File: config.mk
export PLATFORM = sky130hd
export DESIGN_NAME = date_add_subtract_days_unit
export DESIGN_NICKNAME = d
export VERILOG_FILES = /design/src/hdl/dasd_pkg.sv /design/src/hdl/dasd_step.sv /design/src/hdl/date_add_subtract_days_unit.sv
export SDC_FILE = /design/constraint.sdc
export NUM_CORES = 1
export LEC_CHECK = 0
export BUFFER_PORTS_ARGS = -buffer_cell sky130_fd_sc_hd__buf_2
export CAP_MARGIN = 20
export CORE_ASPECT_RATIO = 0.8
export CORE_UTILIZATION = 40
export CTS_CLUSTER_SIZE = 12
export DETAILED_ROUTE_END_ITERATION = 6
export PLACE_DENSITY = 0.74
export SKIP_CTS_REPAIR_TIMING = 1
export SLEW_MARGIN = 20
export SYNTH_ARGS = -nofsm -noshare
export SYNTH_HDL_FRONTEND = slang
export SYNTH_SLANG_ARGS = --single-unit
export TNS_END_PERCENT = 5
File: constraint.sdc
create_clock -name aclk -period 3.5 [get_ports aclk]
set_input_delay 0.525 -clock aclk [delete_from_list [all_inputs] [get_ports aclk]]
set_output_delay 0.525 -clock aclk [all_outputs]
set_load 0.05 [all_outputs]
File: src/hdl/dasd_pkg.sv
`default_nettype none

package dasd_pkg;

    localparam int COUNT_BITS_DEF = 16;
    localparam int COUNT_IN_BITS  = 16;

    localparam logic [3:0] MONTH_JAN = 4'd1;
    localparam logic [3:0] MONTH_FEB = 4'd2;
    localparam logic [3:0] MONTH_APR = 4'd4;
    localparam logic [3:0] MONTH_JUN = 4'd6;
    localparam logic [3:0] MONTH_SEP = 4'd9;
    localparam logic [3:0] MONTH_NOV = 4'd11;
    localparam logic [3:0] MONTH_DEC = 4'd12;

    localparam logic [15:0] YEAR_MAX = 16'hFFFF;
    localparam logic [15:0] YEAR_MIN = 16'h0000;

    localparam logic KIND_ADD = 1'b0;
    localparam logic KIND_SUB = 1'b1;

    typedef struct packed {
        logic done;
        logic ovf;
    } step_status_t;

    // leap year every fourth year, no century rule
    function automatic logic [4:0] days_in(input logic [3:0] month, input logic [15:0] year);
        logic [4:0] n;
        case (month) inside
            MONTH_FEB: n = (year[1:0] == 2'b00) ? 5'd29 : 5'd28;
            MONTH_APR, MONTH_JUN, MONTH_SEP, MONTH_NOV: n = 5'd30;
            default: n = 5'd31;
        endcase
        return n;
    endfunction

endpackage

`default_nettype wire

File: src/hdl/dasd_step.sv
`default_nettype none

module dasd_step import dasd_pkg::*; #(
    parameter int DAY_W = COUNT_BITS_DEF + 2
) (
    input  wire logic                    kind,
    input  wire logic signed [DAY_W-1:0] day,
    input  wire logic        [3:0]       month,
    input  wire logic        [15:0]      year,
    output logic signed      [DAY_W-1:0] day_next,
    output logic             [3:0]       month_next,
    output logic             [15:0]      year_next,
    output step_status_t                 status
);

    logic        [4:0]       cur_len;
    logic        [4:0]       prev_len;
    logic        [3:0]       prev_month;
    logic        [15:0]      prev_year;
    logic                    prev_ovf;
    logic        [3:0]       succ_month;
    logic        [15:0]      succ_year;
    logic                    succ_ovf;
    logic signed [DAY_W-1:0] cur_len_s;
    logic signed [DAY_W-1:0] prev_len_s;
    logic signed [DAY_W-1:0] operand;

    always_comb begin
        succ_ovf  = 1'b0;
        succ_year = year;
        if (month == MONTH_DEC) begin
            succ_month = MONTH_JAN;
            if (year == YEAR_MAX) begin
                succ_ovf = 1'b1;
            end else begin
                succ_year = year + 16'd1;
            end
        end else begin
            succ_month = month + 4'd1;
        end
    end

    always_comb begin
        prev_ovf  = 1'b0;
        prev_year = year;
        if (month == MONTH_JAN) begin
            prev_month = MONTH_DEC;
            if (year == YEAR_MIN) begin
                prev_ovf = 1'b1;
            end else begin
                prev_year = year - 16'd1;
            end
        end else begin
            prev_month = month - 4'd1;
        end
    end

    assign cur_len    = days_in(month, year);
    assign prev_len   = days_in(prev_month, prev_year);
    assign cur_len_s  = signed'({{(DAY_W-5){1'b0}}, cur_len});
    assign prev_len_s = signed'({{(DAY_W-5){1'b0}}, prev_len});

    // shared adder: subtract this month going forward, add previous month going back
    assign operand  = (kind == KIND_SUB) ? prev_len_s : -cur_len_s;
    assign day_next = day + operand;

    always_comb begin
        if (kind == KIND_SUB) begin
            status.done = !(day[DAY_W-1] || (day == '0));
            status.ovf  = prev_ovf;
            month_next  = prev_month;
            year_next   = prev_year;
        end else begin
            status.done = !(day > cur_len_s);
            status.ovf  = succ_ovf;
            month_next  = succ_month;
            year_next   = succ_year;
        end
    end

endmodule

`default_nettype wire

File: src/hdl/date_add_subtract_days_unit.sv
`default_nettype none

// Adds or subtracts a day count to a calendar date, one month per clock
// cycle through a single shared step unit. The result is valid on m_* once
// the step unit has crossed every month boundary after the input transfer,
// and the next input transfer can come at the earliest in the cycle after
// the result transfer; s_tready is low from acceptance until the result
// transfer on m_*.
// Every year divisible by four is a leap year. Out-of-range start months
// and days are clamped, and a year that would pass 0 or 65535 saturates
// with year_overflow set. Only the low COUNT_BITS bits of day_count count.

module date_add_subtract_days_unit import dasd_pkg::*; #(
    parameter int COUNT_BITS = COUNT_BITS_DEF
) (
    input  wire logic        aclk,
    input  wire logic        aresetn,
    input  wire logic        s_tvalid,
    output logic             s_tready,
    // start_day[4:0], start_month[8:5], start_year[24:9], day_count[40:25]
    input  wire logic [47:0] s_tdata,
    // kind
    input  wire logic        s_tuser,
    output logic             m_tvalid,
    input  wire logic        m_tready,
    // result_day[4:0], result_month[8:5], result_year[24:9]
    output logic [31:0]      m_tdata,
    // year_overflow
    output logic             m_tuser
);

    localparam int DAY_W    = COUNT_BITS + 2;
    localparam int USE_BITS = (COUNT_BITS < COUNT_IN_BITS) ? COUNT_BITS : COUNT_IN_BITS;

    localparam logic [1:0] ST_IDLE = 2'd0;
    localparam logic [1:0] ST_RUN  = 2'd1;
    localparam logic [1:0] ST_OUT  = 2'd2;

    logic [1:0]              state_reg, state_next;
    logic                    kind_reg;
    logic signed [DAY_W-1:0] day_reg;
    logic        [3:0]       month_reg;
    logic        [15:0]      year_reg;
    logic                    ovf_reg;

    logic        [4:0]       in_day;
    logic        [3:0]       in_month;
    logic        [15:0]      in_year;
    logic        [3:0]       month_c;
    logic        [4:0]       day_c;
    logic        [4:0]       start_len;
    logic        [DAY_W-1:0] count_ext;
    logic        [DAY_W-1:0] day_c_ext;
    logic signed [DAY_W-1:0] day_init;

    logic signed [DAY_W-1:0] step_day;
    logic        [3:0]       step_month;
    logic        [15:0]      step_year;
    step_status_t            step_st;

    assign in_day   = s_tdata[4:0];
    assign in_month = s_tdata[8:5];
    assign in_year  = s_tdata[24:9];

    // clamp the start date
    always_comb begin
        if (in_month < MONTH_JAN) begin
            month_c = MONTH_JAN;
        end else if (in_month > MONTH_DEC) begin
            month_c = MONTH_DEC;
        end else begin
            month_c = in_month;
        end
        start_len = days_in(month_c, in_year);
        day_c     = (in_day == 5'd0) ? 5'd1 : in_day;
        if (day_c > start_len) begin
            day_c = start_len;
        end
    end

    assign count_ext = {{(DAY_W-USE_BITS){1'b0}}, s_tdata[25 +: USE_BITS]};
    assign day_c_ext = {{(DAY_W-5){1'b0}}, day_c};
    assign day_init  = (s_tuser == KIND_SUB) ? signed'(day_c_ext - count_ext)
                                             : signed'(day_c_ext + count_ext);

    dasd_step #(
        .DAY_W(DAY_W)
    ) u_step (
        .kind      (kind_reg),
        .day       (day_reg),
        .month     (month_reg),
        .year      (year_reg),
        .day_next  (step_day),
        .month_next(step_month),
        .year_next (step_year),
        .status    (step_st)
    );

    always_comb begin
        state_next = state_reg;
        unique case (state_reg)
            ST_IDLE: begin
                if (s_tvalid) begin
                    state_next = ST_RUN;
                end
            end
            ST_RUN: begin
                if (step_st.done) begin
                    state_next = ST_OUT;
                end
            end
            ST_OUT: begin
                if (m_tready) begin
                    state_next = ST_IDLE;
                end
            end
            default: state_next = ST_IDLE;
        endcase
    end

    always_ff @(posedge aclk) begin
        if (!aresetn) begin
            state_reg <= ST_IDLE;
        end else begin
            state_reg <= state_next;
        end
    end

    always_ff @(posedge aclk) begin
        if (state_reg == ST_IDLE && s_tvalid) begin
            kind_reg  <= s_tuser;
            day_reg   <= day_init;
            month_reg <= month_c;
            year_reg  <= in_year;
            ovf_reg   <= 1'b0;
        end else if (state_reg == ST_RUN && !step_st.done) begin
            day_reg   <= step_day;
            month_reg <= step_month;
            year_reg  <= step_year;
            ovf_reg   <= ovf_reg | step_st.ovf;
        end
    end

    assign s_tready = (state_reg == ST_IDLE);
    assign m_tvalid = (state_reg == ST_OUT);
    assign m_tdata  = {7'd0, year_reg, month_reg, day_reg[4:0]};
    assign m_tuser  = ovf_reg;

endmodule

`default_nettype wire

==> Word-level counts from Yosys, hierarchy flattened <==
Index checks and enable logic that the tools add are counted.
{ "classes": {"muxes": 38, "n_lt_le_gt_ge": 4, "n_addsub": 8, "bitwise_logic": 1, "n_reduce_logical": 21, "eq_ne": 26} }
{ "ops": {"columns": ["operator", "n"], "rows": [
  ["two-way mux 16 bit", 7],
  ["two-way mux 18 bit", 4],
  ["== test 4 bit (second input constant)", 7],
  ["two-way mux 4 bit", 7],
  ["== test 4 x 3 -> 1 bit (second input constant)", 6],
  ["two-way mux 5 bit", 4],
  ["adder 18 bit", 1],
  ["> comparator 18 x 6 -> 1 bit", 1],
  ["logical NOT 18 bit", 1],
  ["negation 5 -> 18 bit", 1],
  ["adder 5 x 16 -> 17 bit", 1],
  ["subtractor 5 x 16 -> 17 bit", 1],
  ["adder 16 x 1 -> 16 bit (second input constant)", 1],
  ["== test 16 bit (second input constant)", 1],
  ["logical NOT 16 bit", 1],
  ["subtractor 16 x 1 -> 16 bit (second input constant)", 1],
  ["== test 4 x 2 -> 1 bit (second input constant)", 3],
  ["OR reduction 4 bit", 3],
  ["two-way mux 1 bit", 10],
  ["two-way mux 2 bit", 5],
  ["logical NOT 2 bit", 4],
  ["!= test 3 bit (second input constant)", 2],
  ["one-hot mux 2 bit (3 select lines)", 1],
  ["AND reduction 3 bit", 2],
  ["19 further kinds", 23]
]} }
{ "totals": {"register_bits": 42, "inputBits": 53, "wordCells": 105, "output_inout_bits": 35} }

==> Depth between registers and ports, before layout <==
Gate-level depths: netlist of the first run.
{ "logic_depth": {"depth_word": 12, "ltp_mapped": 18, "ltp_nobuf": 18} }

==> Cells and area by module <==
A second synthesis of the first run with hierarchy kept.
{ "hier_totals": {"hier_cells": 644, "area_unflattened_um2": 5143.7} }
{ "by_module_without_submodules": {"columns": ["mod", "area_each_um2", "cells_per_inst", "instances", "seq_area_each_um2"], "rows": [
  ["date_add_subtract_days_unit", 2811.4, 310, 1, 1231.2],
  ["dasd_step", 2332.2, 334, 1, 0.0]
]} }

==> Least setup slack after synthesis of the first run <==
OpenSTA, ideal clock, no wires.
{ "synth_path": {"path_kind": "flip-flop to flip-flop", "start": "register year_reg[0]", "end": "register day_reg[14], data pin", "setup_ps": 268, "period_less_slack_ps": 4138, "stages_incl_launch_ff": 18, "n_path_buf": 1, "t_required_ps": 3232, "t_arrival_ps": 3870, "path_slack_ps": -638, "path_cell_list": "edfxtp_1 -> inv_1 -> ha_1 -> nor3b_1 -> and2_0 -> buf_2 -> a31oi_2 -> or2_2 -> o21ai_0 -> o21a_1 -> ha_1 -> fa_1 -> a211oi_1 -> o211ai_1 -> a2111oi_0 -> nor2_1 -> xnor2_1 -> mux2i_1"} }
{ "synth_via": {"elab_chain_cells": 10, "elab_cells_between_ends": 15, "classes_between": "3 x add/sub; 9 x mux; 3 x reduce/logical"} }
{ "synth_lines": {"columns": ["item", "line", "text"], "rows": [
  ["start: declaration", "date_add_subtract_days_unit.sv:43", "logic [15:0] year_reg;"],
  ["start signal: assignment", "date_add_subtract_days_unit.sv:134", "year_reg <= in_year;"],
  ["start signal: assignment", "date_add_subtract_days_unit.sv:139", "year_reg <= step_year;"],
  ["subtractor 16 x 1 -> 16 bit or logical NOT 16 bit (tied branches)", "dasd_step.sv:51, dasd_step.sv:48", null],
  ["two-way mux 16 bit", "dasd_step.sv:48", "if (year == YEAR_MIN) begin"],
  ["two-way mux 16 bit", "dasd_step.sv:46", "if (month == MONTH_JAN) begin"],
  ["logical NOT 2 bit", "dasd_pkg.sv:31", "MONTH_FEB: n = (year[1:0] == 2'b00) ? 5'd29 : 5'd28;"],
  ["two-way mux 1 bit", "dasd_pkg.sv:31", null],
  ["two-way mux 5 bit", "dasd_pkg.sv:30", "case (month) inside"],
  ["two-way mux 18 bit (*)", "dasd_step.sv:64", "assign operand = (kind == KIND_SUB) ? prev_len_s : -cur_len_s;"],
  ["adder 18 bit (*)", "dasd_step.sv:65", "assign day_next = day + operand;"],
  ["two-way mux 18 bit (*)", "date_add_subtract_days_unit.sv:136", "end else if (state_reg == ST_RUN && !step_st.done) begin"],
  ["two-way mux 18 bit (*)", "date_add_subtract_days_unit.sv:130", "if (state_reg == ST_IDLE && s_tvalid) begin"],
  ["end signal: assignment", "date_add_subtract_days_unit.sv:132", "day_reg <= day_init;"],
  ["end signal: assignment", "date_add_subtract_days_unit.sv:137", "day_reg <= step_day;"],
  ["end: declaration", "date_add_subtract_days_unit.sv:41", "logic signed [DAY_W-1:0] day_reg;"]
]} }
Every way passes the cells marked *; elsewhere a longest branch is shown, timed or not. The select of a mux whose other input is x is not followed.
A chain may end at the register's enable or synchronous reset.

==> Worst setup path after layout of the first run <==
{ "layout_path": {"start": "register month_reg[0]", "end": "register day_reg[14], data pin"} }
{ "layout_via": {"elab_chain_cells": 10, "elab_cells_between_ends": 27, "classes_between": "3 x add/sub; 11 x eq/ne; 10 x mux; 3 x reduce/logical"} }
{ "layout_lines": {"columns": ["item", "line", "text"], "rows": [
  ["start: declaration", "date_add_subtract_days_unit.sv:42", "logic [3:0] month_reg;"],
  ["start signal: assignment", "date_add_subtract_days_unit.sv:133", "month_reg <= month_c;"],
  ["start signal: assignment", "date_add_subtract_days_unit.sv:138", "month_reg <= step_month;"],
  ["subtractor 4 x 1 -> 4 bit or == test 4 x 1 -> 1 bit (tied branches)", "dasd_step.sv:54, dasd_step.sv:46", null],
  ["two-way mux 4 bit", "dasd_step.sv:46", null],
  ["== test 4 bit or == test 4 x 3 -> 1 bit (tied branches)", "dasd_step.sv:59", "assign prev_len = days_in(prev_month, prev_year);"],
  ["OR reduction 4 bit", "dasd_pkg.sv:30", null],
  ["two-way mux 1 bit", "dasd_pkg.sv:30", null],
  ["two-way mux 5 bit", "dasd_pkg.sv:30", null],
  ["two-way mux 18 bit (*)", "dasd_step.sv:64", null],
  ["adder 18 bit (*)", "dasd_step.sv:65", null],
  ["two-way mux 18 bit (*)", "date_add_subtract_days_unit.sv:136", null],
  ["two-way mux 18 bit (*)", "date_add_subtract_days_unit.sv:130", null]
]} }
Marked as above.

==> results of run 1 <==
==> worst max-delay path: cells and delay by family, from the launching register on <==
kind	cells	cell delay [ns]
flops	1	0.55
fa+ha+maj	3	0.73
xor+xnor	1	0.23
buf+inv	2	0.24
mux	1	0.10
simple gates	1	0.09
compound gates	6	1.56
==> cell usage after synthesis (3+ instances only) <==
master	n	area (um2)
buf_4	15	113
nor4_1	7	43.8
nand2b_1	3	18.8
or2_2	3	18.8
a211oi_1	10	75.1
o32ai_1	3	26.3
xnor2_1	38	333
nor3_1	7	35.0
clkbuf_1	21	78.8
nand3_1	20	100
o21a_1	6	45.0
xor2_1	21	184
a31o_2	3	26.3
nor2b_1	9	56.3
a21o_1	11	82.6
o21bai_1	3	22.5
nor3b_1	3	22.5
edfxtp_1	39	1170
clkbuf_8	3	41.3
a22oi_1	6	45.0
nand2_1	42	158
mux2i_1	7	70.1
o21ai_0	30	150
a21oi_1	42	210
a311oi_1	4	35.0
or4_1	3	22.5
fa_1	3	60.1
nand4_1	8	50.1
nor2_1	49	184
ha_1	40	500
o221ai_1	4	35.0
and3_1	7	43.8
o31ai_1	7	52.6
o211ai_1	10	75.1
dfxtp_1	3	60.1
a31oi_1	9	56.3
inv_1	25	93.8
==> cells by family after synthesis <==
logic type	after synthesis
simple gates	181
fa+ha+maj	43
xor+xnor	59
other cells	1
compound gates	164
flops	42
buf+inv	71
mux	7
==> metal layers <==
metal | track usage (%) | routed length (um) | vias to the layer above
li1 | - | - | 2311
met1 | 26.4 | 5900 | 2220
met2 | 35.3 | 6250 | 174
met3 | 2.56 | 737 | 20
met4 | 3.71 | 217 | 0
met5 | 0 | 0 | -
==> where the power goes <==
part	switching [mW]	internal [mW]
combinational	1.24	0.890
sequential	0.103	0.743
clock	0.208	0.337
==> cells in the final DEF (no fill, tap or decap), types with 4 or more instances in the layout <==
master and instances:
a211oi_1 5, a211oi_2 5, a21o_1 11, a21oi_1 37, a21oi_2 4, a22oi_1 6, a311oi_1 4, a31oi_1 9
and3_1 7, buf_2 73, buf_4 76, clkbuf_16 5, conb_1 7, edfxtp_1 39, ha_1 34, ha_4 5
inv_1 22, mux2i_1 7, nand2_1 41, nand3_1 20, nand4_1 8, nor2_1 48, nor2b_1 8, nor3_1 6
nor4_1 7, o211ai_1 10, o21a_1 6, o21ai_0 21, o21ai_1 4, o21ai_2 5, o221ai_1 4, xnor2_1 38
xor2_1 21
==> worst paths after layout <==
kind / from / to / slack (ns) / cells after the start
min reg2reg: m_tuser / m_tuser / 0.49 / 2
min: aresetn / state_reg[0] / 0.49 / 2
max: month_reg[0] / day_reg[14] / -0.28 / 14
max reg2reg: month_reg[0] / day_reg[14] / -0.28 / 14
==> area by class of cell <==
class	count	area, um2	area share (%)
sequential	42	1230	20.2
tap	148	185	3.04
clock inverter	2	37.5	0.617
clock buffer	6	129	2.12
inverter	26	100	1.64
timing repair buffer	151	958	15.7
multi-input combinational	461	3450	56.6
==> results.md, run 1 <==
* Multiplexer share of the synthesized area at 1.47%
* Final period util at 108%
* HPWL after DPL at 9.75 mm
* Port Buf Inserts at 73
* Die width at 124 um
* Core Region at 0.0116 mm2
* Routed WL at 13.1 mm
* Ys flop type: edfxtp_1
* EDFF count, synth at 39
* H-tree lvl count at 2
* IO Pins at 88
* Unique masters post-synth at 73
* Max FFs per register at 18
* Clock Root Buffer: clkbuf_16
* Nets at 783
* Post-route ant nets at 0
* Standard-cell rows at 35
* Post-Syn Area at 0.00478 mm2
* Power Density at 578 mW/mm2
* Layout Skew at 0.00867 ns
* Worst slew margin at 27.8%
* Count of final setup violators at 8
* Worst IR Drop VDD at 229 uV
* Final std cells w/o fill at 836
* Cells after synthesis at 568
* First-pass GRT wire length at 20.5 mm
* Highest clock rate at 0.265 GHz
* Design area at 0.00609 mm2
* Antenna diodes at 0
* Initial Utilization at 41.4%
* Placed cell areas at 0.00562 mm2
* CP max-delay cell: edfxtp_1
* Least-Margin Pin Slew at 1.08 ns
* Pleak at 2.54 nW
* Max-slew violation count at 0
* Layout cell share with drive strength beyond 1 at 31.1%
* Outcome: finished with violations
* Failing checks: negative setup slack
* Final hold vios at 0
* Worst Setup Start Kind: register
* Mapped Avg Cell Area at 8.42 um2
* Routed wire length per instance at 15.7 um
* Worst Path Class, Setup: reg -> reg
* Drt via density at 5.65
* #FFs+latches synth at 42
* Unrepaired setup endpoints after global routing: true
* Final Util at 52.7%
* FFs w/ async S/R, synth at 0%
* CTS tree: built
* Seq/Total Area, Yosys at 25.8%
* Cells after DPL at 819
* CP most frequent cell: ha_4
* Post-Synth XOR/XNOR Area at 10.8%
* Initial antenna violation count at 0
* Synth-to-layout area growth at 27.3%
* # clock sinks at 42
* Detailed Routing Iterations Pass 1 at 5
* Critical path endpoint category: register
* Total power at 3.52 mW
* Slowest stage delay, CP at 0.55 ns
* Crit-path max FO at 5
* Synth Area in Compound Gates at 23.0%
* Dpl ws at -0.690 ns
* Cell chain of the critical path: inv_4 > ha_4 > buf_4 > a21o_1 > o311a_1 > o21a_1 > ha_4 > fa_2 > a211oi_2 > o211ai_1 > a2111oi_2 > nor2_1 > xnor2_1 > mux2i_1
* Num CTS Buffers at 5
* Number of global-route vias before repair at 4,353
* Worst EP arrival at 3.80 ns
* Largest family of logic cells by synthesized area: compound AO/OA/AOI/OAI gates
* DR iter-0 viols at 301
* Post-synthesis simple-gate area fraction at 19.4%
* Min Tclk post-route at 3.78 ns
* Synth Area in Adders at 11.7%
* Die height at 99.8 um
* Fillcell total at 1,059
* Gr usage total at 20.0%
* Tightest Hold Check Type: in -> reg
* Largest net degree at the start of global routing at 45
* Yosys warning count at 0
* Worst path required time at 3.52 ns
* Overflow left after global routing at 0
* Setup TNS at -0.922 ns
* Clock transition at path regs at 0.06 ns
* Routability cong. at 0.914
* Clock Latency Late Sink at 0.29 ns
* DR DRC count at 0
* Die ar. at 0.0124 mm2
* Vias at 4,725
* Longest Clk Path Bufs at 2
* Worst hold slack at 0.490 ns
* MaxCap Viol Count at 0
* Setup WS post-layout at -0.279 ns
(Power assumes the default switching activity.)
==> inputs of run 2 (changes only) <==
- ABC_AREA: default -> 1
- PLACE_DENSITY: 0.74 -> 0.73
==> results.md, run 2 <==
* Worst IR Drop VDD at 281 uV (+23%)
* Min Tclk post-route at 3.22 ns (-0.557 ns)
* Crit-path max FO at 7 (+2)
* Total power at 3.21 mW (-8.9%)
* GR Util met2 at 32.2% (-3.1 points)
* Count of final setup violators at 0 (-8)
* Worst EP arrival at 3.26 ns (-0.54 ns)
* Initial Utilization at 41.8% (+0.50 points)
* HPWL after DPL at 12.5 mm (+28%)
* Antenna diodes at 0 (unchanged)
* IO Pins at 88 (unchanged)
* Clock Latency Late Sink at 0.29 ns (about the same)
* Pleak at 3.15 nW (+24%)
* Worst hold slack at 0.464 ns (-0.0259 ns)
* Slowest stage delay, CP at 0.52 ns (-0.03 ns)
* Final hold vios at 0 (unchanged)
* Layout Skew at 0.0138 ns (+0.00509 ns)
* Critical path endpoint category: register
* Detailed Routing Iterations Pass 1 at 5 (unchanged)
* Design area at 0.00636 mm2 (+4.6%)
* Largest net degree at the start of global routing at 36 (-20%)
* H-tree lvl count at 2 (unchanged)
* Psw at 1.54 mW (-0.78%)
* Routed WL at 15.7 mm (+20%)
* Layout cell share with drive strength beyond 1 at 16.5% (-15 points)
* Routed wire length per instance at 13.6 um (-13%)
* Die height at 107 um (+6.9%)
* Worst path required time at 3.54 ns (+0.02 ns)
* MaxCap Viol Count at 0 (unchanged)
* Number of global-route vias before repair at 5,257 (+21%)
* Core Region at 0.0131 mm2 (+13%)
* Drt via density at 5.13 (-9.2%)
* Outcome: finished clean
* Placed cell areas at 0.00614 mm2 (+9.2%)
* Ys flop type: edfxtp_1
* Post-Syn Area at 0.00548 mm2 (+15%)
* DR DRC count at 0 (unchanged)
* CTS tree: built
* Yosys warning count at 0 (unchanged)
* Switching share of power at 48.0% (+3.9 points)
* Final period util at 92.1% (-16 points)
* Sequential Power Share at 26.1% (+2.1 points)
* Initial antenna violation count at 0 (unchanged)
* Overflow left after global routing at 0 (unchanged)
* Highest clock rate at 0.310 GHz (+17%)
* Most frequent cells in the layout: nand2_1 (274), nor2_1 (103), inv_1 (98)
* EDFF count, synth at 39 (unchanged)
* #FFs+latches synth at 42 (unchanged)
* Power Density at 504 mW/mm2 (-13%)
* Clock transition at path regs at 0.07 ns (about the same)
* GRT Max-Usage Layer: met1
* Mapped Avg Cell Area at 6.16 um2 (-27%)
* Vias at 5,914 (+25%)
* DR iter-0 viols at 574 (+91%)
* Routability cong. at 0.963 (+5.4%)
* Synth-to-layout area growth at 16.1%
* Largest cells by area after synthesis: edfxtp_1 (21%), nand2_1 (19%), ha_1 (9.1%), nand3_1 (8.7%), nor2_1 (7.1%)
* Seq/Total Area, Yosys at 22.5% (-3.3 points)
* Buf+Inv Stages, Crit Path at 1 (-1)
* Cell family with most CP delay: simple AND/OR/NAND/NOR gates
* Worst Path Class, Setup: reg -> reg
* Met1 GRT Util at 34.9% (+8.5 points)
* Unique masters post-synth at 44 (-40%)
* Die ar. at 0.0142 mm2 (+14%)
* Clock power frac at 17.4% (+1.9 points)
* Die width at 133 um (+7.0%)
* Worst Setup Start Kind: register
* # clock sinks at 42 (unchanged)
* Post-route ant nets at 0 (unchanged)
* Standard-cell rows at 37 (+5.7%)
* Most common cell after layout, fill and taps aside: nand2_1
* Gate power share at 56.4% (-4.1 points)
* Longest Clk Path Bufs at 2 (unchanged)
* Most numerous cell in the Yosys netlist: nand2_1
* CP most frequent cell: nand2_1
* Cells after synthesis at 890 (+57%)
* Leading area contributor after synthesis: edfxtp_1
* Max-slew violation count at 0 (unchanged)
* Cell chain of the critical path: ha_1 > o211ai_1 > nand3_1 > ha_1 > or2_2 > ha_2 > nand2_1 > nand2_1 > inv_1 > nand2_1 > nand2_1 > nand2_1 > nand3_1 > nand2_1 > nand2_1 > nand3_1 > nand2_1
* Num CTS Buffers at 5 (unchanged)
* CP max-delay cell: edfxtp_1
* Max FFs per register at 18 (unchanged)
* Cell Int Power at 1.67 mW (-15%)
* Tightest Hold Check Type: reg -> reg
* Gr usage total at 22.3% (+2.3 points)
* Clock Root Buffer: clkbuf_16
* Nets at 1,073 (+37%)
* Synth top cells by count: nand2_1 (276), nor2_1 (103), inv_1 (99), nand3_1 (95), o21ai_0 (42)
* Port Buf Inserts at 73 (unchanged)
* FFs w/ async S/R, synth at 0% (unchanged)
* Met3 Usage GRT at 3.97% (+1.4 points)
* First-pass GRT wire length at 25.6 mm (+25%)
* Area share of the largest cell type after synthesis at 21.4% (-3.1 points)
## run 2: cell types whose count changed after synthesis, sizes merged, moves of 10 or more
cell | before | now
inv | 25 | 106
nand2 | 43 | 282
o21ai | 30 | 47
a211oi | 10 | 0
nor2 | 49 | 114
nand3 | 20 | 95
xnor2 | 38 | 1
clkbuf | 24 | 9
nor3 | 8 | 18
a21o | 11 | 0
## run 2: cells by family (layout without fill, tap and decap cells)
group | Yosys count | after routing | share of synthesized area (%)
buffers and inverters | 139 | 221 | 10.7
xor gates and xnor gates | 21 | 21 | 3.35
AOI/OAI and AO/OA | 101 | 101 | 10.0
and+or+nand+nor | 543 | 543 | 43.2
DFF | 42 | 42 | 22.5
adders and majority gates | 43 | 43 | 10.2
other | 1 | 7 | 0.0684
## run 2: cell type report
type | instances | area, um2
inverters | 107 | 402
clock inverters | 1 | 30.0
multi-input cells | 715 | 3730
well taps | 175 | 219
repair buffers | 106 | 613
fillers | 1334 | 6740
clock buffers | 7 | 143
flip-flops and latches | 42 | 1230
## run 2: stage by stage
stage                     setup slack [ns]  util (%)  TNS (ns)  std cells
after floorplan                     0.0836         -         0        896
after global routing               -0.0280      48.6   -0.0280       1153
after CTS                           0.0981      48.2         0       1151
final                                0.278      48.6         0       1153
after detailed placement           -0.0968      46.9    -0.509       1143
after global placement             -0.0506      46.9    -0.140       1143
## run 2: power by group through the flow
stage / Clock [mW] / Sequential [mW] / Combinational [mW]
after floorplan: 0 / 0.942 / 1.21
after global placement: 0 / 0.843 / 1.73
after detailed placement: 0 / 0.845 / 1.75
after CTS: 0.559 / 0.834 / 1.76
after global routing: 0.584 / 0.852 / 2.03
final: 0.559 / 0.838 / 1.81
## run 2: layer usage
metal,wire (um),vias up,share of wire [%]
li1,-,3061,-
met1,8170,2628,52
met2,6230,219,40
met3,1250,6,7.9
met4,71,0,0.45
met5,0,-,0
## run 2: path summary, 6_finish.rpt
kind	from	to	slack (ns)	depth (start not counted)
worst max-delay path	month_reg[0]	day_reg[15]	0.28	17
worst max register to register	month_reg[0]	day_reg[15]	0.28	17
worst min register to register	m_tuser	m_tuser	0.46	2
worst min-delay path	m_tuser	m_tuser	0.46	2
## run 2: tightest hold or removal path: cells and delay by family, from the launching register on
kind,cells,cell delay [ns]
AOI/OAI and AO/OA,1,0.05
DFF,1,0.31
buffers and inverters,1,0.06
